`config.mk`:
```
export PLATFORM = sky130hd
export DESIGN_NAME = swmm_front
export DESIGN_NICKNAME = d
export VERILOG_FILES = /design/src/rtl/swmm_pkg.sv /design/src/rtl/swmm_front.sv
export SDC_FILE = /design/constraint.sdc
export NUM_CORES = 1
export LEC_CHECK = 0
export ABC_AREA = 0
export BUFFER_PORTS_ARGS = -buffer_cell sky130_fd_sc_hd__buf_2
export CORE_MARGIN = 2
export CORE_UTILIZATION = 30
export DETAILED_ROUTE_END_ITERATION = 10
export GPL_ROUTABILITY_DRIVEN = 0
export SLEW_MARGIN = 20
export SYNTH_ARGS = -nofsm -noshare
export SYNTH_HDL_FRONTEND = slang
export SYNTH_SLANG_ARGS = --single-unit
```
`constraint.sdc`:
```
create_clock -name clk -period 9.1 [get_ports clk]
set_input_delay 1.82 -clock clk [delete_from_list [all_inputs] [get_ports clk]]
set_output_delay 1.82 -clock clk [all_outputs]
set_load 0.005 [all_outputs]
```
`src/rtl/swmm_pkg.sv`:
```
// Shared constants and types of the sliding window minimum/maximum block.
package swmm_pkg;

  localparam int WINDOW_MAX   = 1024;
  localparam int SAMPLE_WIDTH = 32;
  localparam int WIN_W        = 11;
  localparam int POS_MOD      = 2 * WINDOW_MAX;
  localparam int POS_W        = $clog2(POS_MOD);
  localparam int IDX_W        = $clog2(WINDOW_MAX);
  localparam int CNT_W        = $clog2(WINDOW_MAX + 1);
  localparam int QDEPTH       = 2;
  localparam int Q_IDX_W      = $clog2(QDEPTH);
  localparam int Q_CNT_W      = $clog2(QDEPTH + 1);
  localparam logic [WIN_W-1:0] WIN_RESET = WIN_W'(3);

  typedef logic signed [SAMPLE_WIDTH-1:0] sample_t;

  // One classified word handed from the front to the back.
  typedef struct packed {
    sample_t          sample;
    logic             clear;
    logic [POS_W-1:0] now;
    logic [CNT_W-1:0] win;
    logic             emit;
  } job_t;

  // Command from the back sequencer to both deque units.
  typedef struct packed {
    logic             start;
    logic             clear;
    sample_t          sample;
    logic [POS_W-1:0] now;
    logic [CNT_W-1:0] win;
  } deq_cmd_t;

  // Status of one deque unit.
  typedef struct packed {
    logic    busy;
    sample_t head_val;
  } deq_stat_t;

endpackage

```
`src/rtl/swmm_front.sv`:
```
// Front end: window size register, position and fill tracking, word classification.
module swmm_front (
  input  logic                       clk,
  input  logic                       rst_n,
  input  logic                       cfg_wr_en,
  input  logic [swmm_pkg::WIN_W-1:0] cfg_wr_data,
  input  logic                       in_push,
  output logic                       in_full,
  input  swmm_pkg::sample_t          in_sample,
  input  logic                       in_first_sample,
  input  logic                       q_full,
  output logic                       q_push,
  output swmm_pkg::job_t             q_job
);
  import swmm_pkg::*;

  logic [WIN_W-1:0] win_cfg_r;
  logic [POS_W-1:0] pos_r, pos_nxt;
  logic [CNT_W-1:0] fill_r, fill_nxt;
  logic [CNT_W-1:0] fill_base;
  logic [CNT_W-1:0] win_eff;
  logic [POS_W-1:0] now;
  logic             accept;

  assign in_full = q_full;
  assign accept  = in_push && !q_full;
  assign q_push  = accept;

  always_comb begin
    // A zero size acts as one, an oversized one is clamped.
    if (win_cfg_r == '0) begin
      win_eff = CNT_W'(1);
    end else if (int'(win_cfg_r) > WINDOW_MAX) begin
      win_eff = CNT_W'(WINDOW_MAX);
    end else begin
      win_eff = CNT_W'(win_cfg_r);
    end

    now       = in_first_sample ? '0 : pos_r;
    pos_nxt   = (now == POS_W'(POS_MOD - 1)) ? '0 : now + 1'b1;
    fill_base = in_first_sample ? '0 : fill_r;
    fill_nxt  = (fill_base < CNT_W'(WINDOW_MAX)) ? fill_base + 1'b1 : fill_base;

    q_job.sample = in_sample;
    q_job.clear  = in_first_sample;
    q_job.now    = now;
    q_job.win    = win_eff;
    q_job.emit   = (fill_nxt >= win_eff);
  end

  always_ff @(posedge clk) begin
    if (!rst_n) begin
      win_cfg_r <= WIN_RESET;
      pos_r     <= '0;
      fill_r    <= '0;
    end else begin
      if (cfg_wr_en) begin
        win_cfg_r <= cfg_wr_data;
      end
      if (accept) begin
        pos_r  <= pos_nxt;
        fill_r <= fill_nxt;
      end
    end
  end

endmodule

```
* Word level (Yosys, flattened, before mapping)
Cells that the tools add are included.
** Storage, ports and cells
- Word-level logic and storage cells :: 18
- Bits in registers :: 33
- Input bits :: 49
- Output and inout port bits :: 58
** Operators by class
- Equal/unequal tests :: 1
- Mux-type cells :: 6
- $lt $le $gt $ge :: 3
- Add/subtract/negate cells :: 2
- Reduce and logical (&&, ||, !) cells :: 3
** Operators by type and width (number)
- 11-bit two-way mux :: 6
- 11-bit by 1-bit adder with 11-bit output, second input constant :: 2
- 11-bit equality test, second input constant :: 1
- 11-bit >= comparator :: 1
- 11-bit greater-than comparator, second input constant :: 1
- 11-bit zero test :: 1
- 11-bit less-than comparator, second input constant :: 1
- 1-bit logical AND :: 1
- 1-bit zero test :: 1

* Longest topological paths before layout
- Depth after elaboration :: 4
- Gate-level depth with buffers :: 14
- Gate-level depth less buffers :: 11

* Worst setup path after synthesis
OpenSTA, ideal clock, no wires.
- Path type :: input-to-output
- From :: in in_first_sample
- To :: out q_job[0] (netlist name)
- Path buffers :: 3
- Cell stages on the path :: 14
- Arrival time :: 4281 ps
- Setup slack :: 2999 ps
- Required time :: 7280 ps
- Cell sequence :: buf_2 > clkbuf_1 > clkbuf_1 > nor2b_1 > ha_1 > nand2_1 > nor3_1 > xnor2_1 > nor2_1 > ha_1 > and3_1 > a221o_1 > a31oi_1 > o211ai_1
** RTL lines
- from (decl) :: RTL line swmm_front.sv:10 : input logic in_first_sample,
- to (decl) :: RTL line swmm_front.sv:13 : output swmm_pkg::job_t q_job

==> summary.md <==
| Metric | Value |
|---|---|
| Arr. time, crit path | `4.49 ns` |
| Mapped Nets | `~370` |
| Total power | `roughly 0.3 mW` |
| CTS tree | `yes` |
| First-pass GRT wire length | `~9100 um` |
| Initial Util | `0.311` |
| Area leader, netlist | `dfxtp_1` |
| Fin Setup TNS | `0 ns` |
| Vias in the first global route | `approximately 1.9k` |
| Finish-stage setup viols | `0` |
| Clock Path Buffers | `2` |
| Sw frac | `0.273` |
| WHS | `between 0.4 and 0.5 ns` |
| Yosys warns | `0` |
| Max rail drop VDD | `between 0.05 and 0.06 mV` |
| Pin count of the biggest net entering global routing | `44` |
| Nets | `370` |
| #FFs+latches synth | `33` |
| CTS Hold Bufs | `0` |
| Area growth from synthesis to layout | `4.32%` |
| Sw Pwr | `approximately 0.082 mW` |
| ANT nets after route | `0` |
| Ys async rst share | `0` |
| Clk root buf | `clkbuf_8` |
| Final Cycle Share | `0.694` |
| Clock Latency Late Sink | `about 0.28 ns` |
| Synthesized cell area | `around 0.0024 mm2` |
| Combinational fraction of design power | `0.135` |
| Leak | `1.10 nW` |
| Post-Route Skew | `around 0.0046 ns` |
| Kind of critical path | `input port to output port` |
| Startpoint types | `input port` |
| Max cap viols | `0` |
| H-tree levels | `2` |
| Max-slew violations | `0` |
| Core footprint | `0.00773 mm2` |
| Ports | `~110` |
| Worst R2R Path Depth | `6` |
| Design area | `~0.0025 mm2` |
| Final Hold Viols | `0` |
| Library cells used by synthesis | `45` |
| Commonest non-fill, non-tap cell in the layout | `buf_2` |
| Top area cells in the synthesized netlist | `dfxtp_1 (27%), buf_4 (11%), ha_1 (6.8%)` |
| Top_reg_cell synth | `dfxtp_1` |
| CP max FO | `43` |
| Status | `complete, no violations` |
| Die Ht | `approximately 93 um` |
| Worst-path clk slew | `approximately 0.070 ns` |
| Die X-Extent | `between 90 and 100 um` |
| Critical Path Sink Type | `output port` |
| Overall global routing resource usage | `0.128` |
| Seq pwr share | `0.508` |
| Unrepaired setup endpoints after global routing | `no` |
| Syn Inst Count | `309` |
| Tmin final | `6.31 ns` |
| Hold WC Path Type | `flip-flop to flip-flop` |
| Antenna cells | `0` |
| Antenna violations before repair | `0` |
| Clock network fraction of design power | `0.357` |
| TritonCTS Buffers | `5` |
| Post-synth top area share | `0.275` |
| Avg Inst Size Synth | `roughly 7.8 um2` |
| Hold path cells | `2` |
| Setup WS post-layout | `2.79 ns` |
| Drt pass-1 iters | `4` |
| Max_slew headroom | `0.505` |
| DR WL/cell | `roughly 13 um` |
| Die ar. | `roughly 0.0087 mm2` |
| EDFF count, synth | `0` |
| Vias per cell | `roughly 5` |
| Most frequent cells in the layout | `buf_2 (42), dfxtp_1 (33), nor2_1 (29), nand2_1 (26), nor2b_1 (15)` |
| Critical Path RT | `roughly 7.3 ns` |
| Wirelength, routed | `around 5500 um` |
| Worst slew pin tran | `around 0.74 ns` |
| Via count | `approximately 2k` |
| Postcts setup bufs | `0` |
| # DRC | `0` |
| Total clock sinks | `33` |
| Internal power | `roughly 0.22 mW` |
| Layout cells sized above 1 | `0.165` |
| PD cells | `roughly 120 mW/mm2` |
| Iter 0 DRT Violations | `95` |
| Dpl ws | `~2.8 ns` |
| Register area share after synthesis | `0.275` |
| Hpwl dp | `between 3000 and 4000 um` |
| Num rows | `32` |
| I/O Buffers | `42` |
| Post-CTS Resized | `0` |
| Placement Cell Area | `around 0.0024 mm2` |
| Fmax | `around 160 MHz` |
| Global route overflow | `0` |
logic make-up (layout without fill, tap and decap cells):
group                    count (synthesis)  in the layout  share of synthesized area
buffers and inverters                   63             63                      0.154
flip-flops                              33             33                      0.275
AND/OR/NAND/NOR                        125            125                      0.274
XOR/XNOR                                10             10                     0.0365
AO/OA/AOI/OAI                           54             54                      0.147
adder cells (fa/ha/maj)                 13             13                     0.0677
multiplexers                            11             11                     0.0464
worst paths after layout:
check | end | startpoint | slack, ns
setup / recovery | q_job[0] | in_first_sample | 2.79
hold / removal | fill_r[1] | fill_r[1] | 0.49
setup reg to reg | pos_r[0] | pos_r[0] | 7.13
hold reg to reg | fill_r[1] | fill_r[1] | 0.49
Yosys cell counts, types with 5 or more instances:
cell type,count
a31oi_1,6
and2_1,5
nor2b_1,15
mux2i_1,10
and3_1,6
nand4_1,8
o21ai_0,12
dfxtp_1,33
inv_1,9
xnor2_1,8
buf_4,34
clkbuf_1,11
nand3_1,9
a21oi_1,12
nor2_1,29
nand2_1,26
ha_1,13
worst max-delay path: stages:
cell	delay, ns
buf_2	0.32
nor2b_1	0.21
ha_1	0.24
nand2_1	0.13
nor3_1	0.37
xnor2_1	0.17
nor2_1	0.06
ha_1	0.31
and3_1	0.16
a221o_1	0.29
a31oi_1	0.16
o211ai_1	0.12
buf_2	0.14
stage by stage:
step                      utilization  std cells
after floorplan                     -        309
after global placement          0.314        403
after detailed placement        0.314        403
after CTS                       0.324        411
after global routing            0.324        411
final                           0.324        411
metal layers:
layer	track usage	wire length, um	vias to the layer above
met5	0	0	-
met4	0.0441	44	0
met3	0.0330	336	7
met2	0.215	2470	52
met1	0.160	2630	940
li1	-	-	1055
layout make-up:
type                            instances  area [um2]
Fill cell                             840        5220
Clock buffer                            6        72.6
Timing Repair Buffer                   43         218
Sequential cell                        33         661
Tap cell                              102         128
Inverter                               12        45.0
Clock inverter                          2        10.0
Multi-Input combinational cell        213        1370
sequential cells by signal, summed over array words and instances (netlist names):
register   count
fill_r        11
pos_r         11
win_cfg_r     11
power groups by stage:
stage / clock network [mW] / registers (mW) / logic, mW
final: 0.107 / 0.153 / 0.0406
after global routing: 0.118 / 0.153 / 0.0463
after CTS: 0.112 / 0.152 / 0.0414
after detailed placement: 0 / 0.156 / 0.0412
after global placement: 0 / 0.156 / 0.0404
after floorplan: 0 / 0.155 / 0.0383
Power figures use the tool's default switching activity.
