**src/rtl/swmm_pkg.sv**
```systemverilog
// Shared constants and types of the sliding window minimum/maximum block.
package swmm_pkg;

  localparam int WINDOW_MAX   = 1024;
  localparam int SAMPLE_WIDTH = 32;
  localparam int WIN_W        = 11;
  localparam int POS_MOD      = 2 * WINDOW_MAX;
  localparam int POS_W        = $clog2(POS_MOD);
  localparam int IDX_W        = $clog2(WINDOW_MAX);
  localparam int CNT_W        = $clog2(WINDOW_MAX + 1);
  localparam int QDEPTH       = 2;
  localparam int Q_IDX_W      = $clog2(QDEPTH);
  localparam int Q_CNT_W      = $clog2(QDEPTH + 1);
  localparam logic [WIN_W-1:0] WIN_RESET = WIN_W'(3);

  typedef logic signed [SAMPLE_WIDTH-1:0] sample_t;

  // One classified word handed from the front to the back.
  typedef struct packed {
    sample_t          sample;
    logic             clear;
    logic [POS_W-1:0] now;
    logic [CNT_W-1:0] win;
    logic             emit;
  } job_t;

  // Command from the back sequencer to both deque units.
  typedef struct packed {
    logic             start;
    logic             clear;
    sample_t          sample;
    logic [POS_W-1:0] now;
    logic [CNT_W-1:0] win;
  } deq_cmd_t;

  // Status of one deque unit.
  typedef struct packed {
    logic    busy;
    sample_t head_val;
  } deq_stat_t;

endpackage

```
**src/rtl/swmm_queue.sv**
```systemverilog
// Short queue of classified words between the front and the back.
module swmm_queue (
  input  logic           clk,
  input  logic           rst_n,
  input  logic           push,
  input  swmm_pkg::job_t wr_job,
  output logic           full,
  input  logic           pop,
  output logic           empty,
  output swmm_pkg::job_t rd_job
);
  import swmm_pkg::*;

  job_t               ent_r [QDEPTH];
  logic [Q_IDX_W-1:0] wp_r, wp_nxt;
  logic [Q_IDX_W-1:0] rp_r, rp_nxt;
  logic [Q_CNT_W-1:0] cnt_r, cnt_nxt;
  logic               do_push, do_pop;

  assign full    = (cnt_r == Q_CNT_W'(QDEPTH));
  assign empty   = (cnt_r == '0);
  assign rd_job  = ent_r[rp_r];
  assign do_push = push && !full;
  assign do_pop  = pop && !empty;

  always_comb begin
    wp_nxt  = wp_r;
    rp_nxt  = rp_r;
    cnt_nxt = cnt_r;
    if (do_push) begin
      wp_nxt = (wp_r == Q_IDX_W'(QDEPTH - 1)) ? '0 : wp_r + 1'b1;
    end
    if (do_pop) begin
      rp_nxt = (rp_r == Q_IDX_W'(QDEPTH - 1)) ? '0 : rp_r + 1'b1;
    end
    case ({do_push, do_pop})
      2'b10:   cnt_nxt = cnt_r + 1'b1;
      2'b01:   cnt_nxt = cnt_r - 1'b1;
      default: cnt_nxt = cnt_r;
    endcase
  end

  always_ff @(posedge clk) begin
    if (!rst_n) begin
      wp_r  <= '0;
      rp_r  <= '0;
      cnt_r <= '0;
    end else begin
      wp_r  <= wp_nxt;
      rp_r  <= rp_nxt;
      cnt_r <= cnt_nxt;
    end
  end

  always_ff @(posedge clk) begin
    if (do_push) begin
      ent_r[wp_r] <= wr_job;
    end
  end

endmodule

```
**config.mk**
```make
export PLATFORM = sky130hd
export DESIGN_NAME = swmm_queue
export DESIGN_NICKNAME = d
export VERILOG_FILES = /design/src/rtl/swmm_pkg.sv /design/src/rtl/swmm_queue.sv
export SDC_FILE = /design/constraint.sdc
export NUM_CORES = 1
export LEC_CHECK = 0
export ABC_CLOCK_PERIOD_IN_PS = 5500
export BUFFER_PORTS_ARGS = -buffer_cell sky130_fd_sc_hd__buf_2
export CAP_MARGIN = 25
export CORE_MARGIN = 2
export CORE_UTILIZATION = 50
export CTS_BUF_LIST = sky130_fd_sc_hd__clkbuf_4
export DETAILED_ROUTE_END_ITERATION = 12
export HOLD_SLACK_MARGIN = 0.02
export PLACE_DENSITY = 0.84
export SYNTH_ARGS = -nofsm -noshare
export SYNTH_HDL_FRONTEND = slang
export SYNTH_SLANG_ARGS = --single-unit
```
**constraint.sdc**
```tcl
create_clock -name clk -period 5.5 [get_ports clk]
set_clock_uncertainty 0.2 [all_clocks]
set_input_delay 0.275 -clock clk [delete_from_list [all_inputs] [get_ports clk]]
set_output_delay 0.275 -clock clk [all_outputs]
set_load 0.03 [all_outputs]
```
## Word level (Yosys, flattened, before mapping)

Memory sizes are Yosys's and may differ from the RTL's. A register that Yosys moved wholly into a read port is not among the register bits.
Cells that the tools add are included.

| word-level totals | value |
|---|---|
| flip-flop bits (word level) | 4 |
| bits in writable memories | 112 |
| input bits | 60 |
| output and inout bits | 58 |
| word-level logic and storage cells | 24 |
| memories kept | 1 |

Memories:

| memory | depth | width | read ports | clocked after Yosys merged registers in | wr ports | line | text |
|---|---|---|---|---|---|---|---|
| ent_r | 2 | 56 | 1 | 1 | 1 | swmm_queue.sv:14 | `job_t ent_r [QDEPTH];` |

| operators by class | value |
|---|---|
| add/subtract/negate cells | 4 |
| equal/unequal tests | 3 |
| multiplexer cells | 7 |
| reductions and logical operators | 6 |

Operators by type and width:

| operator | number |
|---|---|
| $mux 1 | 6 |
| $eq 2x2->1 const B | 2 |
| $pmux 2 s2 | 1 |
| $add 1x1->1 const B | 2 |
| $add 2x1->2 const B | 1 |
| $eq 2x1->1 const B | 1 |
| $logic_and 1x1->1 | 2 |
| $logic_not 1->1 | 2 |
| $logic_not 2->1 | 1 |
| $reduce_bool 2->1 | 1 |
| $sub 2x1->2 const B | 1 |

## Logic depth before layout (Yosys ltp)

| logic depth | value |
|---|---|
| word-level depth | 5 |
| gate-level depth with buffers | 6 |
| gate-level depth less buffers | 6 |

## Worst setup path after synthesis

Ideal clock, no wire load.

| timing path | value |
|---|---|
| path kind | register -> register |
| start | register cnt_r[0] |
| end | memory ent_r[0][0] (netlist name), enable pin |
| library setup time | 0.410 ns |
| arrival time | 2.067 ns |
| required time | 4.890 ns |
| setup slack | 2.823 ns |
| cell stages (with the launch flop) | 5 |
| buffers on the path | 0 |
| clock period less this slack | 2.677 ns |
| path through | dfxtp_1 -> nand2b_2 -> inv_2 -> or3_1 -> inv_1 |

| between the ends | value |
|---|---|
| cells in the longest elaborated chain, start to end | 5 |

Ends and longest elaborated chain:

| what | line | text |
|---|---|---|
| from (decl) | swmm_queue.sv:17 | `logic [Q_CNT_W-1:0] cnt_r, cnt_nxt;` |
| from (signal assigned) | swmm_queue.sv:51 | `cnt_r <= cnt_nxt;` |
| $eq 2x2->1 | swmm_queue.sv:20 | `assign full = (cnt_r == Q_CNT_W'(QDEPTH));` |
| named net full | swmm_queue.sv:7 | `output logic full,` |
| $logic_not 1->1 | swmm_queue.sv:23 | `assign do_push = push && !full;` |
| $logic_and 1x1->1 | swmm_queue.sv:23 |  |
| $mux 1 | swmm_queue.sv:56 | `if (do_push) begin` |
| $mux 1 (not written as such) | swmm_queue.sv:57 | `ent_r[wp_r] <= wr_job;` |
| to (decl) | swmm_queue.sv:14 |  |

The timed path passes the listed nets, and every way through them passes these cells.

## Worst setup path after layout

| timing path | value |
|---|---|
| start | register cnt_r[0] |
| end | memory ent_r[0][0] (netlist name), enable pin |

| between the ends | value |
|---|---|
| cells in the longest elaborated chain, start to end | 5 |

Ends and longest elaborated chain:

| what | line |
|---|---|
| $eq 2x2->1 | swmm_queue.sv:20 |
| $logic_not 1->1 | swmm_queue.sv:23 |
| $logic_and 1x1->1 | swmm_queue.sv:23 |
| $mux 1 | swmm_queue.sv:56 |
| $mux 1 (not written as such) | swmm_queue.sv:57 |

No other way between the ends.

==> impl_metrics.tcl <==
set metrics [dict create \
    cts_tree "yes" \
    seqCellArea_sq_mm 0.00346 \
    drc_errors 0 \
    die_x_microns 96.3 \
    cts_setup_buffers 0 \
    drtIter0Drc 98 \
    synth_fp_nets 261 \
    worstPathRequired_ns 5.45 \
    final_nets 452 \
    rr_endpoint "ent_r[0][0]" \
    nFillCells 541 \
    period_needed_ns 2.61 \
    hold_class "input port to flop" \
    fp.dieArea_sq_mm 0.00927 \
    synth.distinct_cells 18 \
    hp-start "pop" \
    gp_congestion 0.705 \
    placed_area_sq_mm 0.00497 \
    grt_usage_pct 18.2 \
    hold_depth 4 \
    routed_wl_mm 8.14 \
    relSlewSlack_pct 48.7 \
    critPathLaunchType "flop" \
    run_status "complete, no violations" \
    avgRoutedWirePerCell_microns 16.0 \
    cts_resized 0 \
    grt_max_degree 57 \
    rsz0062_at_grt "false" \
    via_per_inst 4.84 \
    htree_levels 4 \
    cts_buffers 17 \
    cap_violations 0 \
    drtAntennaViolNets 0 \
    cpMostUsedCell "inv_2" \
    end_kind "flop" \
    hpwl_mm 4.82 \
    crit_type "flop to flop" \
    num_vias 2466 \
    initial_core_util_pct 51.6 \
    setup.worst_path.start "cnt_r[0]" \
    power_leakage_nw 2.23 \
    cp_slowest_stage_delay_ns 0.59 \
    cts_buffer_depth 2 \
    grt_pass1_wl_mm 12.1 \
    grt_overflow_total 0 \
    setup_tns_ns 0 \
    finalSetupViolCount 0 \
    synthesis.area_sq_mm 0.00426 \
    powerDensity_mw_per_mm2 465 \
    clock_sinks 117 \
    layout_common_cells "117 x buf_2, 112 x edfxtp_1, 58 x dlygate4sd3_1" \
    fp.coreArea_sq_mm 0.00826 \
    area_growth_pct 37.7 \
    clk_pin_slew_ns 0.10 \
    reg2reg_from "cnt_r[0]" \
    rows 33 \
    drt_pass1_iterations 4 \
    fmax_mhz 384 \
    syn_area_per_cell_sq_um 21.3 \
    multi_input_comb_area_sq_um 757 \
    post-synth-top-area-cell "edfxtp_1" \
    die_y_microns 96.3 \
    ir_drop_v 0.000400 \
    synthTopCellsByArea "edfxtp_1 79%, mux2_2 15%, dfxtp_1 2.3%, buf_2 0.70%, xnor2_1 0.62%" \
    cp_data_arrival_time_ns 2.56 \
    worst-slew-pin-transition_ns 0.768 \
    ys_seq_area_share_pct 81.3 \
    final_common_cell "buf_2" \
    ioPinCount 118 \
    final_cells 509 \
    clk_latency_ns 0.47 \
    grt_pass1_vias 2594 \
    critPathSlowestCell "inv_2" \
    drive_gt1_share_pct 52.0 \
    crit_chain "nand2b_2 -> inv_2 -> or3_1 -> inv_2 -> buf_4" \
    syn_inst 200 \
    period_share_pct 47.4 \
    synth-seq-cells 117 \
    cts.hold.buffers_added 58 \
    final_cell_area_sq_mm 0.00587 \
    cp_max_fo 35 \
    dp.cells 419 \
    netlist.area_leader.share_pct 78.9 \
    cts-root-buf "clkbuf_4" \
    hold_viol 0 \
    yosysWarnings 0 \
    antenna_found_initial 0 \
    slew_viol_final 0 \
    num_antenna_cells 0 \
    port_buffers 117 \
    r2r_cells 5 \
    rrSetupSlack_ns 2.89 \
    hold_end "rp_r" \
]
==> report_power, final <==
part | internal [mW] | switching (mW)
Clock | 0.356 | 0.306
Sequential | 1.12 | 0.0371
Combinational | 0.328 | 0.573
==> through the flow <==
step	power, mW	hold slack, ns	setup slack (ns)	util (%)
after floorplan	1.82	0.174	2.82	-
after global placement	2.03	0.263	3.05	60.2
after detailed placement	2.06	0.267	2.89	60.2
after CTS	2.75	0.0566	2.88	71.0
after global routing	2.86	0.116	2.72	71.0
final	2.73	0.108	2.89	71.0
==> how the worst max path moves through the flow <==
| stage | end | depth (start not counted) |
|---|---|---|
| 2_1_floorplan | ent_r[0][0] | 4 |
| 3_3_place_gp | ent_r[0][3] | 5 |
| 3_5_place_dp | ent_r[0][3] | 5 |
| 4_1_cts | ent_r[0][0] | 5 |
| 5_1_grt | ent_r[0][48] | 5 |
| 6_report | ent_r[0][0] | 5 |
==> worst max-delay path: cells and delay by family (launching register included) <==
kind                   cells  cell delay (ns)
flip-flops                 1             0.45
buffers and inverters      3             1.07
AND/OR/NAND/NOR            2             0.55
==> kinds of logic (layout without fill, tap and decap cells) <==
logic type	after synthesis	in the layout	synth area share, %
flip-flops	117	117	81.3
multiplexers	56	56	14.8
AND/OR/NAND/NOR	9	9	1.26
buffers and inverters	9	213	0.969
AO/OA/AOI/OAI	5	5	0.764
XOR/XNOR	3	3	0.617
adder cells (fa/ha/maj)	1	1	0.294
==> cell usage after synthesis <==
cell	number
o21ai_0	2
nand2_1	1
nand2b_2	1
and2_1	1
mux2_2	56
dfxtp_1	5
inv_2	1
edfxtp_1	112
inv_1	2
xnor2_1	3
and3_1	1
ha_1	1
nor2b_1	2
buf_2	6
a21boi_1	2
nor2_1	1
o21a_1	1
or3_1	2
==> state kept, by name, summed over array words and instances (netlist names), named ones only <==
| register | cells |
|---|---|
| ent_r | 112 |
| cnt_r | 2 |
| rp_r | 1 |
| wp_r | 1 |
==> layout make-up <==
| type | instances | share of cell area (%) |
|---|---|---|
| flip-flops and latches | 117 | 59.1 |
| repair buffers | 178 | 20.3 |
| multi-input cells | 74 | 12.9 |
| clock inverters | 15 | 3.18 |
| well taps | 105 | 2.24 |
| clock buffers | 17 | 2.18 |
| inverters | 3 | 0.192 |
==> layer usage <==
| metal | global-route usage, % | up-vias | part of all wire [%] |
|---|---|---|---|
| li1 | - | 1171 | - |
| met1 | 20.3 | 1180 | 39 |
| met2 | 31.8 | 96 | 53 |
| met3 | 5.17 | 19 | 5.3 |
| met4 | 9.27 | 0 | 2.3 |
| met5 | 0 | - | 0 |
No activity file was read; power rests on OpenSTA's default activity.
