===== config.mk =====
export PLATFORM = sky130hd
export DESIGN_NAME = swmm_back
export DESIGN_NICKNAME = d
export VERILOG_FILES = /design/src/rtl/swmm_pkg.sv /design/src/rtl/swmm_back.sv
export SDC_FILE = /design/constraint.sdc
export NUM_CORES = 1
export LEC_CHECK = 0
export BUFFER_PORTS_ARGS = -buffer_cell sky130_fd_sc_hd__buf_2
export CAP_MARGIN = 20
export CORE_AREA = 2 2 95 97
export CTS_BUF_LIST = sky130_fd_sc_hd__clkbuf_8 sky130_fd_sc_hd__clkbuf_16
export CTS_CLUSTER_SIZE = 40
export DETAILED_ROUTE_END_ITERATION = 7
export DIE_AREA = 0 0 97 99
export PLACE_DENSITY = 0.77
export SLEW_MARGIN = 20
export SYNTH_ARGS = -nofsm -noshare
export SYNTH_HDL_FRONTEND = slang
export SYNTH_SLANG_ARGS = --single-unit

===== constraint.sdc =====
create_clock -name clk -period 3.8 [get_ports clk]
set_input_delay 0.57 -clock clk [delete_from_list [all_inputs] [get_ports clk]]
set_output_delay 0.57 -clock clk [all_outputs]
set_load 0.005 [all_outputs]

===== src/rtl/swmm_pkg.sv =====
// Shared constants and types of the sliding window minimum/maximum block.
package swmm_pkg;

  localparam int WINDOW_MAX   = 1024;
  localparam int SAMPLE_WIDTH = 32;
  localparam int WIN_W        = 11;
  localparam int POS_MOD      = 2 * WINDOW_MAX;
  localparam int POS_W        = $clog2(POS_MOD);
  localparam int IDX_W        = $clog2(WINDOW_MAX);
  localparam int CNT_W        = $clog2(WINDOW_MAX + 1);
  localparam int QDEPTH       = 2;
  localparam int Q_IDX_W      = $clog2(QDEPTH);
  localparam int Q_CNT_W      = $clog2(QDEPTH + 1);
  localparam logic [WIN_W-1:0] WIN_RESET = WIN_W'(3);

  typedef logic signed [SAMPLE_WIDTH-1:0] sample_t;

  // One classified word handed from the front to the back.
  typedef struct packed {
    sample_t          sample;
    logic             clear;
    logic [POS_W-1:0] now;
    logic [CNT_W-1:0] win;
    logic             emit;
  } job_t;

  // Command from the back sequencer to both deque units.
  typedef struct packed {
    logic             start;
    logic             clear;
    sample_t          sample;
    logic [POS_W-1:0] now;
    logic [CNT_W-1:0] win;
  } deq_cmd_t;

  // Status of one deque unit.
  typedef struct packed {
    logic    busy;
    sample_t head_val;
  } deq_stat_t;

endpackage


===== src/rtl/swmm_back.sv =====
// Back end: takes classified words, runs both deques and holds the result word.
module swmm_back (
  input  logic                clk,
  input  logic                rst_n,
  input  logic                q_empty,
  input  swmm_pkg::job_t      q_job,
  output logic                q_pop,
  output swmm_pkg::deq_cmd_t  cmd,
  input  swmm_pkg::deq_stat_t min_st,
  input  swmm_pkg::deq_stat_t max_st,
  input  logic                out_pop,
  output logic                out_empty,
  output swmm_pkg::sample_t   out_window_min,
  output swmm_pkg::sample_t   out_window_max
);
  import swmm_pkg::*;

  typedef enum logic {B_IDLE, B_RUN} bstate_t;

  bstate_t state_r;
  logic    emit_r;
  logic    out_valid_r;
  sample_t out_min_r, out_max_r;
  logic    both_idle, out_free, finish, can_start;

  assign both_idle = !min_st.busy && !max_st.busy;
  assign out_free  = !out_valid_r || out_pop;
  assign finish    = (state_r == B_RUN) && both_idle && (!emit_r || out_free);
  // The next word starts in the same cycle the previous one finishes.
  assign can_start = !q_empty && ((state_r == B_IDLE) || finish);
  assign q_pop     = can_start;

  assign cmd.start  = can_start;
  assign cmd.clear  = q_job.clear;
  assign cmd.sample = q_job.sample;
  assign cmd.now    = q_job.now;
  assign cmd.win    = q_job.win;

  assign out_empty      = !out_valid_r;
  assign out_window_min = out_min_r;
  assign out_window_max = out_max_r;

  always_ff @(posedge clk) begin
    if (!rst_n) begin
      state_r     <= B_IDLE;
      emit_r      <= 1'b0;
      out_valid_r <= 1'b0;
    end else begin
      case (state_r)
        B_IDLE: begin
          if (can_start) begin
            state_r <= B_RUN;
            emit_r  <= q_job.emit;
          end
        end
        B_RUN: begin
          if (can_start) begin
            emit_r <= q_job.emit;
          end else if (finish) begin
            state_r <= B_IDLE;
          end
        end
        default: state_r <= B_IDLE;
      endcase
      if (finish && emit_r) begin
        out_valid_r <= 1'b1;
      end else if (out_pop) begin
        out_valid_r <= 1'b0;
      end
    end
  end

  always_ff @(posedge clk) begin
    if (finish && emit_r) begin
      out_min_r <= min_st.head_val;
      out_max_r <= max_st.head_val;
    end
  end

`ifndef SYNTHESIS
  a_start_busy: assert property (@(posedge clk) disable iff (!rst_n)
    can_start |=> min_st.busy && max_st.busy)
    else $error("deque units did not take the started word");

  a_idle_units: assert property (@(posedge clk) disable iff (!rst_n)
    state_r == B_IDLE |-> both_idle)
    else $error("deque unit busy while sequencer idle");
`endif

endmodule


Yosys cells after proc, flatten, opt, wreduce, memory -nomap -nowiden
Index checks and enable logic that the tools add are counted.
- output and inout port bits: 122
- input port bits: 126
- bits in read-only memories: 0
- memories: 0
- logic and storage cells: 27
- memory bits (writable): 0
- register bits after elaboration: 67
- bits in latches: 0
- shift operators: 0
- eq/ne operators: 0
- muxes and demuxes: 7
- add/sub/neg operators: 0
- bitwise logic cells: 1
- reductions and logical operators: 14
- div/mod/pow operators: 0
- order comparisons: 0
- multiply operators: 0
- operators with widths (kind ; number):
    $mux W1 ; 6
    $logic_and A1 B1 Y1 ; 5
    $logic_not A1 Y1 ; 5
    $logic_or A1 B1 Y1 ; 3
    $pmux W1 S2 ; 1
    $reduce_bool A2 Y1 ; 1
    $not A1 Y1 ; 1

Depth between registers and ports, before layout
Gate-level depths: netlist (run 1).
- depth after elaboration: 8
- gate-level depth with buffers: 4
- mapped depth without buffers: 3

Worst setup path before layout (run 1)
No wires, ideal clock.
- path type: input to register
- start: input port max_st[32] in the netlist's numbering
- end: register out_max_r[0], in the netlist out_window_max[0], enable pin
- path buffers: 0
- data required time: 3.314 ns
- stages: 3
- path slack: -0.203 ns
- arrival: 3.517 ns
- library setup time: 0.486 ns
- cell sequence: nor2_1 > nand3_1 > nor2_1
- longest elaborated chain between the ends: 5
- RTL lines (element ; RTL line ; text):
    from (decl) ; swmm_back.sv:10 ; input swmm_pkg::deq_stat_t max_st,
    $logic_not A1 Y1 ; swmm_back.sv:26 ; assign both_idle = !min_st.busy && !max_st.busy;
    $logic_and A1 B1 Y1 ; swmm_back.sv:26 ;
    $logic_and A1 B1 Y1 (2 in a row) ; swmm_back.sv:28 ; assign finish = (state_r == B_RUN) && both_idle && (!emit_r || out_free);
    $logic_and A1 B1 Y1 ; swmm_back.sv:74 ; if (finish && emit_r) begin
    to (signal assigned) ; swmm_back.sv:76 ; out_max_r <= max_st.head_val;
    to (decl) ; swmm_back.sv:23 ; sample_t out_min_r, out_max_r;
No other way between the ends.
A chain may end at the register's enable or synchronous reset.

Final worst setup path (run 1)
- start: register out_valid_r
- end: output port q_pop
- longest elaborated chain between the ends: 6
- RTL lines (element ; RTL line ; text):
    from (decl) ; swmm_back.sv:22 ; logic out_valid_r;
    from (signal assigned) ; swmm_back.sv:47 ; out_valid_r <= 1'b0;
    from (signal assigned) ; swmm_back.sv:66 ; out_valid_r <= 1'b1;
    from (signal assigned) ; swmm_back.sv:68 ; out_valid_r <= 1'b0;
    $logic_not A1 Y1 ; swmm_back.sv:27 ; assign out_free = !out_valid_r || out_pop;
    $logic_or A1 B1 Y1 ; swmm_back.sv:27 ;
    $logic_or A1 B1 Y1 ; swmm_back.sv:28 ;
    $logic_and A1 B1 Y1 ; swmm_back.sv:28 ;
    $logic_or A1 B1 Y1 ; swmm_back.sv:30 ; assign can_start = !q_empty && ((state_r == B_IDLE) || finish);
    $logic_and A1 B1 Y1 ; swmm_back.sv:30 ;
    to (decl) ; swmm_back.sv:7 ; output logic q_pop,
No other way between the ends.

==> flow_summary.ini, run 1 <==
[timing]
fin_ws_ps = 1870
fmax_mhz = 518
clock_skew_ps = 10.9
finalMaxSlewViolations = 0
slew_headroom_pct = 70.7
rsz0062_at_grt = no
min_period_over_period_pct = 50.8
finalSetupViolations = 0
worst_slew_pin_slew_ps = 440
fin_crit_ps = 1930
hold_violations = 0
setup_tns_ps = 0

[yosys]
ys_seq_area_share_pct = 78.6
synth.distinct_cells = 17
synth.top_cell.area_share_pct = 76.2
ys_warn_count = 0
synthTopCellsByArea = edfxtp_1 76%, buf_4 17%, dfxtp_1 2.4%
syn_inst = 140
syn_area_mm2 = 0.00252
synth_area_per_cell_um2 = 18.0
synth.net_count = 266
ys_seq_elements = 67
synth_top_area_cell = edfxtp_1

[pwr]
irDropWorstVdd_v = 0.000174
power_density_mw_per_mm2 = 475
p_leak_uw = 0.00128

[placed_design]
place.gp.congestion = 0.775
io_buffers = 137
place_inst = 331
dpl_worst_slack_ps = 1530

[global_route]
first_global_vias = 1424
gr-total-overflow = 0
gr-usage-all-layers_pct = 11.9
grt_pass1_wl_mm = 8.24
grt_antenna_before_repair = 2
grt_max_degree = 37

[worst_setup_path]
reg2reg_from = state_r$_SDFF_PN0_
slowest_delay_ps = 320
path_cells = nor2b_4 > a211o_1 > a21oi_2 > buf_2
path_max_fanout = 4
cp_top_family = compound AO/OA/AOI/OAI gates
crit_buf_inv = 1
worstPathRequired_ps = 3230
worstSetupEndpointType = output port
crit_type = register to output port
critical_path_arrival_ps = 1360
crit_slowest_cell = a211o_1
start_kind = register
startpoint = out_valid_r$_SDFFE_PN0P_

[cells_and_area]
final_cell_mix = 137 x buf_2, 64 x edfxtp_1, 9 x clkbuf_8, 3 x clkinvlp_4, 3 x dfxtp_1
final_cell_count_no_fill = 348
drive_above_1_share_pct = 66.4
final_nets = 360
area_growth_pct = 25.5
final_common_cell = buf_2

[worst_hold_path]
hp-class = primary input to register
hold_start = min_st[1]

[detailed_routing]
dr.first_iter.drc_count = 37
vias = 1428
ant_nets = 0
wire_per_inst_um = 17.3
drc = 0
viasPerCell = 4.10
dr.pass1.iters = 4
routed_wl_mm = 6.01

[clock_network]
cts_buffers = 9
h-tree-depth = 3
insertion_delay_ps = 330
cts_tree = yes
clock-sinks = 67
cts_root_buffer = clkbuf_8
postCtsSetupRepairBufs = 0
clock_path_buffers = 2
clkTransAtPathRegs_ps = 80
postCtsHoldBufs = 0
cts-resized-gates = 0

[die]
core_mm2 = 0.00855
die_x_um = 97
die_y_um = 99
io_pins = 248
dieArea_mm2 = 0.00960
start_util_pct = 29.5
rows = 34

[job]
maxCapViolCount = 0

[status]
outcome = finished, final reports clean
[worst register-to-register path: cells and delay by family, from the launching register on]
kind	cells	cell delay, ps
AND/OR/NAND/NOR	2	490
flip-flops	1	420
buffers and inverters	1	470
[report_power, final]
part / internal, uW / leakage [uW] / total, uW / switching [uW]
clock: 366 / 0.0000975 / 633 / 266
sequential: 814 / 0.000601 / 817 / 2.98
combinational: 32.2 / 0.000583 / 52.7 / 20.5
total: 1210 / 0.00128 / 1500 / 290
[cells by family (layout without fill, tap and decap cells)]
group                  count (synthesis)  after routing  share of synthesized area (%)
AND/OR/NAND/NOR                        9              9                           2.33
flip-flops                            67             67                           78.6
other                                  0              2                              0
AO/OA/AOI/OAI                          6              6                           2.08
buffers and inverters                 58            156                           17.0
[area by class of cell]
type / instances / area, um^2
Fill cell: 820 / 5390
Sequential cell: 67 / 1980
Timing Repair Buffer: 139 / 701
Tap cell: 108 / 135
Clock buffer: 9 / 124
Multi-Input combinational cell: 15 / 119
Clock inverter: 6 / 91.3
Inverter: 2 / 7.51
Antenna cell: 2 / 5.00
[flip-flops by register name, summed over array words and instances, names as in the netlist]
signal and count:
state_r 1, emit_r 1, out_window_min 32, out_valid_r 1
out_window_max 32
[path summary, 6_finish.rpt]
check                                      end  slack, ps  cells past startpoint
setup / recovery                         q_pop       1870                      4
hold / removal     out_window_min[1]$_DFFE_PP_        410                      1
setup reg to reg  out_window_max[27]$_DFFE_PP_       2070                      3
hold reg to reg       out_valid_r$_SDFFE_PN0P_        570                      2
[synth_stat cells]
| master | n |
|---|---|
| nor2b_4 | 1 |
| a2111oi_2 | 1 |
| nand3_1 | 1 |
| a211o_1 | 1 |
| inv_1 | 2 |
| a31oi_1 | 1 |
| buf_4 | 56 |
| dfxtp_1 | 3 |
| nor2_1 | 3 |
| nor4b_1 | 1 |
| edfxtp_1 | 64 |
| nand2b_1 | 1 |
| a21oi_2 | 1 |
| and2_1 | 1 |
| o2bb2ai_1 | 1 |
| nor3b_1 | 1 |
| o21ai_0 | 1 |
[metal layers]
layer	track usage [%]	wire length [um]	vias to the layer above
li1	-	-	638
met2	18.8	2830	136
met3	8.51	947	33
met1	10.8	1940	621
met5	0	0	-
met4	8.23	290	0
[stage by stage]
| step | area [um^2] | total power, uW | hold WS (ps) | utilization [%] |
|---|---|---|---|---|
| after floorplan | 2520 | 891 | 527 | - |
| after global placement | 2940 | 884 | 548 | 34.4 |
| after detailed placement | 2940 | 887 | 555 | 34.4 |
| after CTS | 3160 | 1530 | 385 | 36.9 |
| after global routing | 3160 | 1560 | 379 | 36.9 |
| final | 3160 | 1500 | 406 | 37.0 |
Power figures use the tool's default switching activity.
==> inputs of run 2 (changes only) <==
--- a/config.mk
+++ b/config.mk
@@ -5,6 +5,7 @@
 export SDC_FILE = /design/constraint.sdc
 export NUM_CORES = 1
 export LEC_CHECK = 0
+export ABC_AREA = 1
 export BUFFER_PORTS_ARGS = -buffer_cell sky130_fd_sc_hd__buf_2
 export CAP_MARGIN = 20
 export CORE_AREA = 2 2 95 97
@@ -12,7 +13,7 @@
 export CTS_CLUSTER_SIZE = 40
 export DETAILED_ROUTE_END_ITERATION = 7
 export DIE_AREA = 0 0 97 99
-export PLACE_DENSITY = 0.77
+export PLACE_DENSITY = 0.75
 export SLEW_MARGIN = 20
 export SYNTH_ARGS = -nofsm -noshare
 export SYNTH_HDL_FRONTEND = slang
==> constraint.sdc (replaced) <==
create_clock -name clk -period 1.9 [get_ports clk]
set_input_delay 0.285 -clock clk [delete_from_list [all_inputs] [get_ports clk]]
set_output_delay 0.285 -clock clk [all_outputs]
set_load 0.005 [all_outputs]
==> flow_summary.ini, run 2 <==
[status]
outcome = finished, final reports clean

[detailed_routing]
dr.first_iter.drc_count = 33
ant_nets = 0
viasPerCell = 4.02
dr.pass1.iters = 4
vias = 1419
routed_wl_mm = 5.86
wire_per_inst_um = 16.6
drc = 0

[yosys]
ys_seq_area_share_pct = 79.0
syn_area_mm2 = 0.00251
synth.net_count = 272
synthTopCellsByArea = edfxtp_1 77%, buf_4 17%, dfxtp_1 2.4%
ys_warn_count = 0
synth.top_cell.area_share_pct = 76.6
synth_commonest_cells = 64 x edfxtp_1, 56 x buf_4, 6 x inv_1
ys_seq_elements = 67
syn_inst = 146
synth_area_per_cell_um2 = 17.2
synth_top_area_cell = edfxtp_1
yosysMostFrequentCell = edfxtp_1
postSynth.asyncResetShare_pct = 0
synth.distinct_cells = 13
ys.flop_type = edfxtp_1
synth_edf_count = 64

[placed_design]
dp_hpwl_mm = 4.69
io_buffers = 137
place.gp.congestion = 0.767

[clock_network]
postCtsHoldBufs = 0
clock_path_buffers = 2
cts_tree = yes
clkTransAtPathRegs_ps = 80
cts_buffers = 9
cts-resized-gates = 0
clock-sinks = 67
postCtsSetupRepairBufs = 0
insertion_delay_ps = 340
cts_root_buffer = clkbuf_8
h-tree-depth = 3

[cells_and_area]
final_common_cell = buf_2
area_growth_pct = 27.9
final_cell_mix = 137 x buf_2, 64 x edfxtp_1, 9 x clkbuf_8, 7 x inv_1, 5 x nor2_1
final_nets = 366
drive_above_1_share_pct = 65.3
fillers = 820
fin_util_pct = 37.5
antenna_cells = 0

[job]
maxCapViolCount = 0

[die]
core_mm2 = 0.00855
io_pins = 248
die_x_um = 97
die_y_um = 99
start_util_pct = 29.4
rows = 34
dieArea_mm2 = 0.00960

[worst_setup_path]
r2r_end = out_window_max[15]$_DFFE_PP_
crit_type = register to output port
reg2reg_from = state_r$_SDFF_PN0_
reg2reg_depth = 5
critical_path_arrival_ps = 1130
r2r_slack_ps = 610
worstSetupEndpointType = output port
path_max_fanout = 3
worstPathRequired_ps = 1620
start_kind = register

[global_route]
grt_antenna_before_repair = 1
gr-total-overflow = 0
grt_pass1_wl_mm = 8.18
gr-usage-all-layers_pct = 11.9
met2_usage_pct = 18.7
grt_max_degree = 44
grt-busiest-layer = met2
first_global_vias = 1484
grt_util_met1_pct = 10.8
use_met3_pct = 6.10

[worst_hold_path]
hold_start = max_st[13]
hp-class = primary input to register
min_to = out_window_max[13]$_DFFE_PP_
hold_depth = 1

[timing]
slew_headroom_pct = 81.6
worst_slew_pin_slew_ps = 276
finalMaxSlewViolations = 0
setup_tns_ps = 0
clock_skew_ps = 8.20
hold_violations = 0
fin_crit_ps = 1420
rsz0062_at_grt = no
finalSetupViolations = 0
fmax_mhz = 705
min_period_over_period_pct = 74.7

[pwr]
switchingPower_uw = 577
p_int_uw = 2700
combPwrFrac_pct = 3.4
power_density_mw_per_mm2 = 1020
pwr-share-seq_pct = 50.0
p_leak_uw = 0.00134
clockPowerShare_pct = 46.6
swShare_pct = 17.6
irDropWorstVdd_v = 0.000310
## run 2: stage by stage
stage	worst slack (ps)	hold slack [ps]	std cells	power (uW)	instance area (um^2)
finish	481	114	353	3280	3210
global route	396	96.8	353	3400	3210
CTS	436	91.3	353	3340	3210
detailed placement	490	463	337	1790	2940
global placement	499	462	337	1780	2940
floorplan	13.4	370	146	1790	2520
## run 2: how the worst max path moves through the flow
stage	start	endpoint	slack [ps]	cells past startpoint
3_3_place_gp	max_st[32]	out_window_min[28]$_DFFE_PP_	500	7
6_report	emit_r$_SDFFE_PN0P_	cmd[55]	480	4
2_1_floorplan	max_st[32]	out_window_max[0]$_DFFE_PP_	10	5
3_5_place_dp	max_st[32]	out_window_max[15]$_DFFE_PP_	490	7
5_1_grt	emit_r$_SDFFE_PN0P_	cmd[55]	400	4
4_1_cts	emit_r$_SDFFE_PN0P_	cmd[55]	440	4
## run 2: cells by family after synthesis
kind of cell / after synthesis / synth area share [%]
flip-flops: 67 / 79.0
buffers and inverters: 63 / 17.8
AO/OA/AOI/OAI: 3 / 0.698
AND/OR/NAND/NOR: 13 / 2.54
## run 2: cell type report
class	count	area (um^2)	share of cell area (%)
Sequential cell	67	1980	61.8
Timing Repair Buffer	139	713	22.2
Clock inverter	7	141	4.41
Tap cell	108	135	4.21
Clock buffer	9	124	3.86
Multi-Input combinational cell	16	86.3	2.69
Inverter	7	26.3	0.819
## run 2: per-layer routing
| metal | up-vias | part of all wire (%) |
|---|---|---|
| met2 | 124 | 49 |
| met3 | 45 | 14 |
| li1 | 640 | - |
| met5 | - | 0.20 |
| met1 | 608 | 30 |
| met4 | 2 | 7.1 |
## run 2: power groups by stage
stage                     Sequential, uW  Clock, uW  Combinational [uW]
after global routing                1640       1640                 128
after CTS                           1640       1580                 116
after floorplan                     1670          0                 116
after detailed placement            1670          0                 115
after global placement              1670          0                 109
final                               1640       1530                 113
## run 2: critical path, stage by stage (launching register included)
cell and delay (ps):
dfxtp_1 370, nand3_2 100, a21boi_1 140, nor2_1 70
buf_2 120
==> inputs of run 3 (changes only) <==
--- a/config.mk
+++ b/config.mk
@@ -5,7 +5,7 @@
 export SDC_FILE = /design/constraint.sdc
 export NUM_CORES = 1
 export LEC_CHECK = 0
-export ABC_AREA = 1
+export ABC_AREA = 0
 export BUFFER_PORTS_ARGS = -buffer_cell sky130_fd_sc_hd__buf_2
 export CAP_MARGIN = 20
 export CORE_AREA = 2 2 95 97
@@ -13,7 +13,7 @@
 export CTS_CLUSTER_SIZE = 40
 export DETAILED_ROUTE_END_ITERATION = 7
 export DIE_AREA = 0 0 97 99
-export PLACE_DENSITY = 0.75
+export PLACE_DENSITY = 0.77
 export SLEW_MARGIN = 20
 export SYNTH_ARGS = -nofsm -noshare
 export SYNTH_HDL_FRONTEND = slang
==> constraint.sdc (replaced) <==
create_clock -name clk -period 1.25 [get_ports clk]
set_input_delay 0.1875 -clock clk [delete_from_list [all_inputs] [get_ports clk]]
set_output_delay 0.1875 -clock clk [all_outputs]
set_load 0.005 [all_outputs]
==> flow_summary.ini, run 3 (same netlist as run 1, synthesis figures left out) <==
[worst_setup_path]
path_cells = nor2b_4 > a211o_1 > a21oi_2 > buf_2
critical_path_arrival_ps = 1310
r2r_slack_ps = -100
start_kind = register
worstSetupEndpointType = output port
slowest_delay_ps = 320
startpoint = out_valid_r$_SDFFE_PN0P_
worstSetupEndpoint = cmd[55]
path_max_fanout = 2
r2r_end = out_window_max[6]$_DFFE_PP_
crit_slowest_cell = dfxtp_2
worstPathRequired_ps = 1060
crit_type = register to output port
reg2reg_from = out_valid_r$_SDFFE_PN0P_
reg2reg_depth = 5

[global_route]
grt_pass1_wl_mm = 8.27
gr-usage-all-layers_pct = 11.6
grt_max_degree = 35
grt_antenna_before_repair = 1
first_global_vias = 1504
gr-total-overflow = 0

[timing]
min_period_over_period_pct = 120
finalMaxSlewViolations = 0
clock_skew_ps = 10.6
finalSetupViolations = 66
fin_crit_ps = 1500
worst_slew_pin_slew_ps = 351
hold_violations = 0
rsz0062_at_grt = yes
slew_headroom_pct = 76.3
fmax_mhz = 669
fin_ws_ps = -246

[detailed_routing]
ant_nets = 0
wire_per_inst_um = 17.0
routed_wl_mm = 6.29
drc = 0
vias = 1550
dr.first_iter.drc_count = 24
dr.pass1.iters = 3
viasPerCell = 4.19

[job]
maxCapViolCount = 0

[cells_and_area]
final_common_cell = buf_2
fin_util_pct = 40.8
final_cell_mix = 137 x buf_2, 64 x edfxtp_1, 9 x clkbuf_8, 9 x dlygate4sd3_1, 5 x clkbuf_16
final_nets = 383
antenna_cells = 0
drive_above_1_share_pct = 67.6
area_growth_pct = 38.5
fin_area_mm2 = 0.00349
final_cell_count_no_fill = 370

[die]
io_pins = 248
die_x_um = 97
start_util_pct = 29.5
rows = 34
core_mm2 = 0.00855
die_y_um = 99
dieArea_mm2 = 0.00960

[placed_design]
io_buffers = 137
placed_cell_area_mm2 = 0.00300
dp_hpwl_mm = 4.68
place_inst = 333
place.gp.congestion = 0.724

[clock_network]
cts_buffers = 9
cts_tree = yes
clkTransAtPathRegs_ps = 80
clock-sinks = 67
clock_path_buffers = 2
cts_root_buffer = clkbuf_8
insertion_delay_ps = 340
h-tree-depth = 3

[worst_hold_path]
hp-class = primary input to register

[pwr]
irDropWorstVdd_v = 0.000382
p_leak_uw = 0.00142
power_uw = 4250
power_density_mw_per_mm2 = 1220

[status]
violations = negative setup slack
outcome = finished with violations
run 3: cell types whose count changed in the layout (fill, tap and decap cells not counted), sizes merged, moves of 5 or more:
cell,before,now
dlygate4sd3,0,9
clkbuf,9,14
inv,8,3
buf,139,148
run 3: stage by stage:
stage                     setup WS [ps]  setup TNS, ps  hold WS (ps)
after CTS                          -258          -1790        0.0951
after global placement            -23.7           -732           365
final                              -246          -5510          20.0
after floorplan                    -570         -36470           268
after detailed placement          -30.2           -974           366
after global routing               -306          -7610         -1.41
run 3: final cells by class:
type | instances | area [um^2]
inverter | 2 | 7.51
timing repair buffer | 162 | 1050
multi-input combinational | 15 | 131
fill | 771 | 5060
tap | 108 | 135
clock inverter | 7 | 53.8
sequential | 67 | 1990
clock buffer | 9 | 124
run 3: how the worst min path moves through the flow:
| stage | start | endpoint | slack (ps) | cells after the start |
|---|---|---|---|---|
| 3_3_place_gp | min_st[19] | out_window_min[19]$_DFFE_PP_ | 370 | 1 |
| 6_report | max_st[16] | out_window_max[16]$_DFFE_PP_ | 20 | 1 |
| 4_1_cts | min_st[19] | out_window_min[19]$_DFFE_PP_ | 0.1 | 1 |
| 5_1_grt | min_st[14] | out_window_min[14]$_DFFE_PP_ | -1 | 1 |
| 3_5_place_dp | min_st[28] | out_window_min[28]$_DFFE_PP_ | 370 | 1 |
| 2_1_floorplan | q_empty | state_r$_SDFF_PN0_ | 270 | 1 |
run 3: power by group:
group	leakage [uW]	internal (uW)	switching, uW
clock network	0.0000835	727	826
logic	0.000738	136	76.5
registers	0.000602	2480	9.95
run 3: what timing repair did:
item	4_1_cts	5_1_grt
endpoints found under the setup margin	2	59
hold buffers	8	1
gates resized for setup	1	5
endpoints found under the hold margin	8	1
gates cloned	0	8
pin swaps	2	1
setup buffers	2	2
run 3: critical path: cells and delay by family, from the launching register on:
family,cells,cell delay (ps)
AOI/OAI and AO/OA,2,420
DFF,1,320
and+or+nand+nor,1,120
buffers and inverters,1,120
run 3: metal layers:
layer	up-vias	track usage [%]	share of wire, %
met3	33	7.38	13
met1	707	11.1	33
met4	2	5.85	2.7
li1	683	-	-
met2	125	19.4	51
met5	-	0	0.21
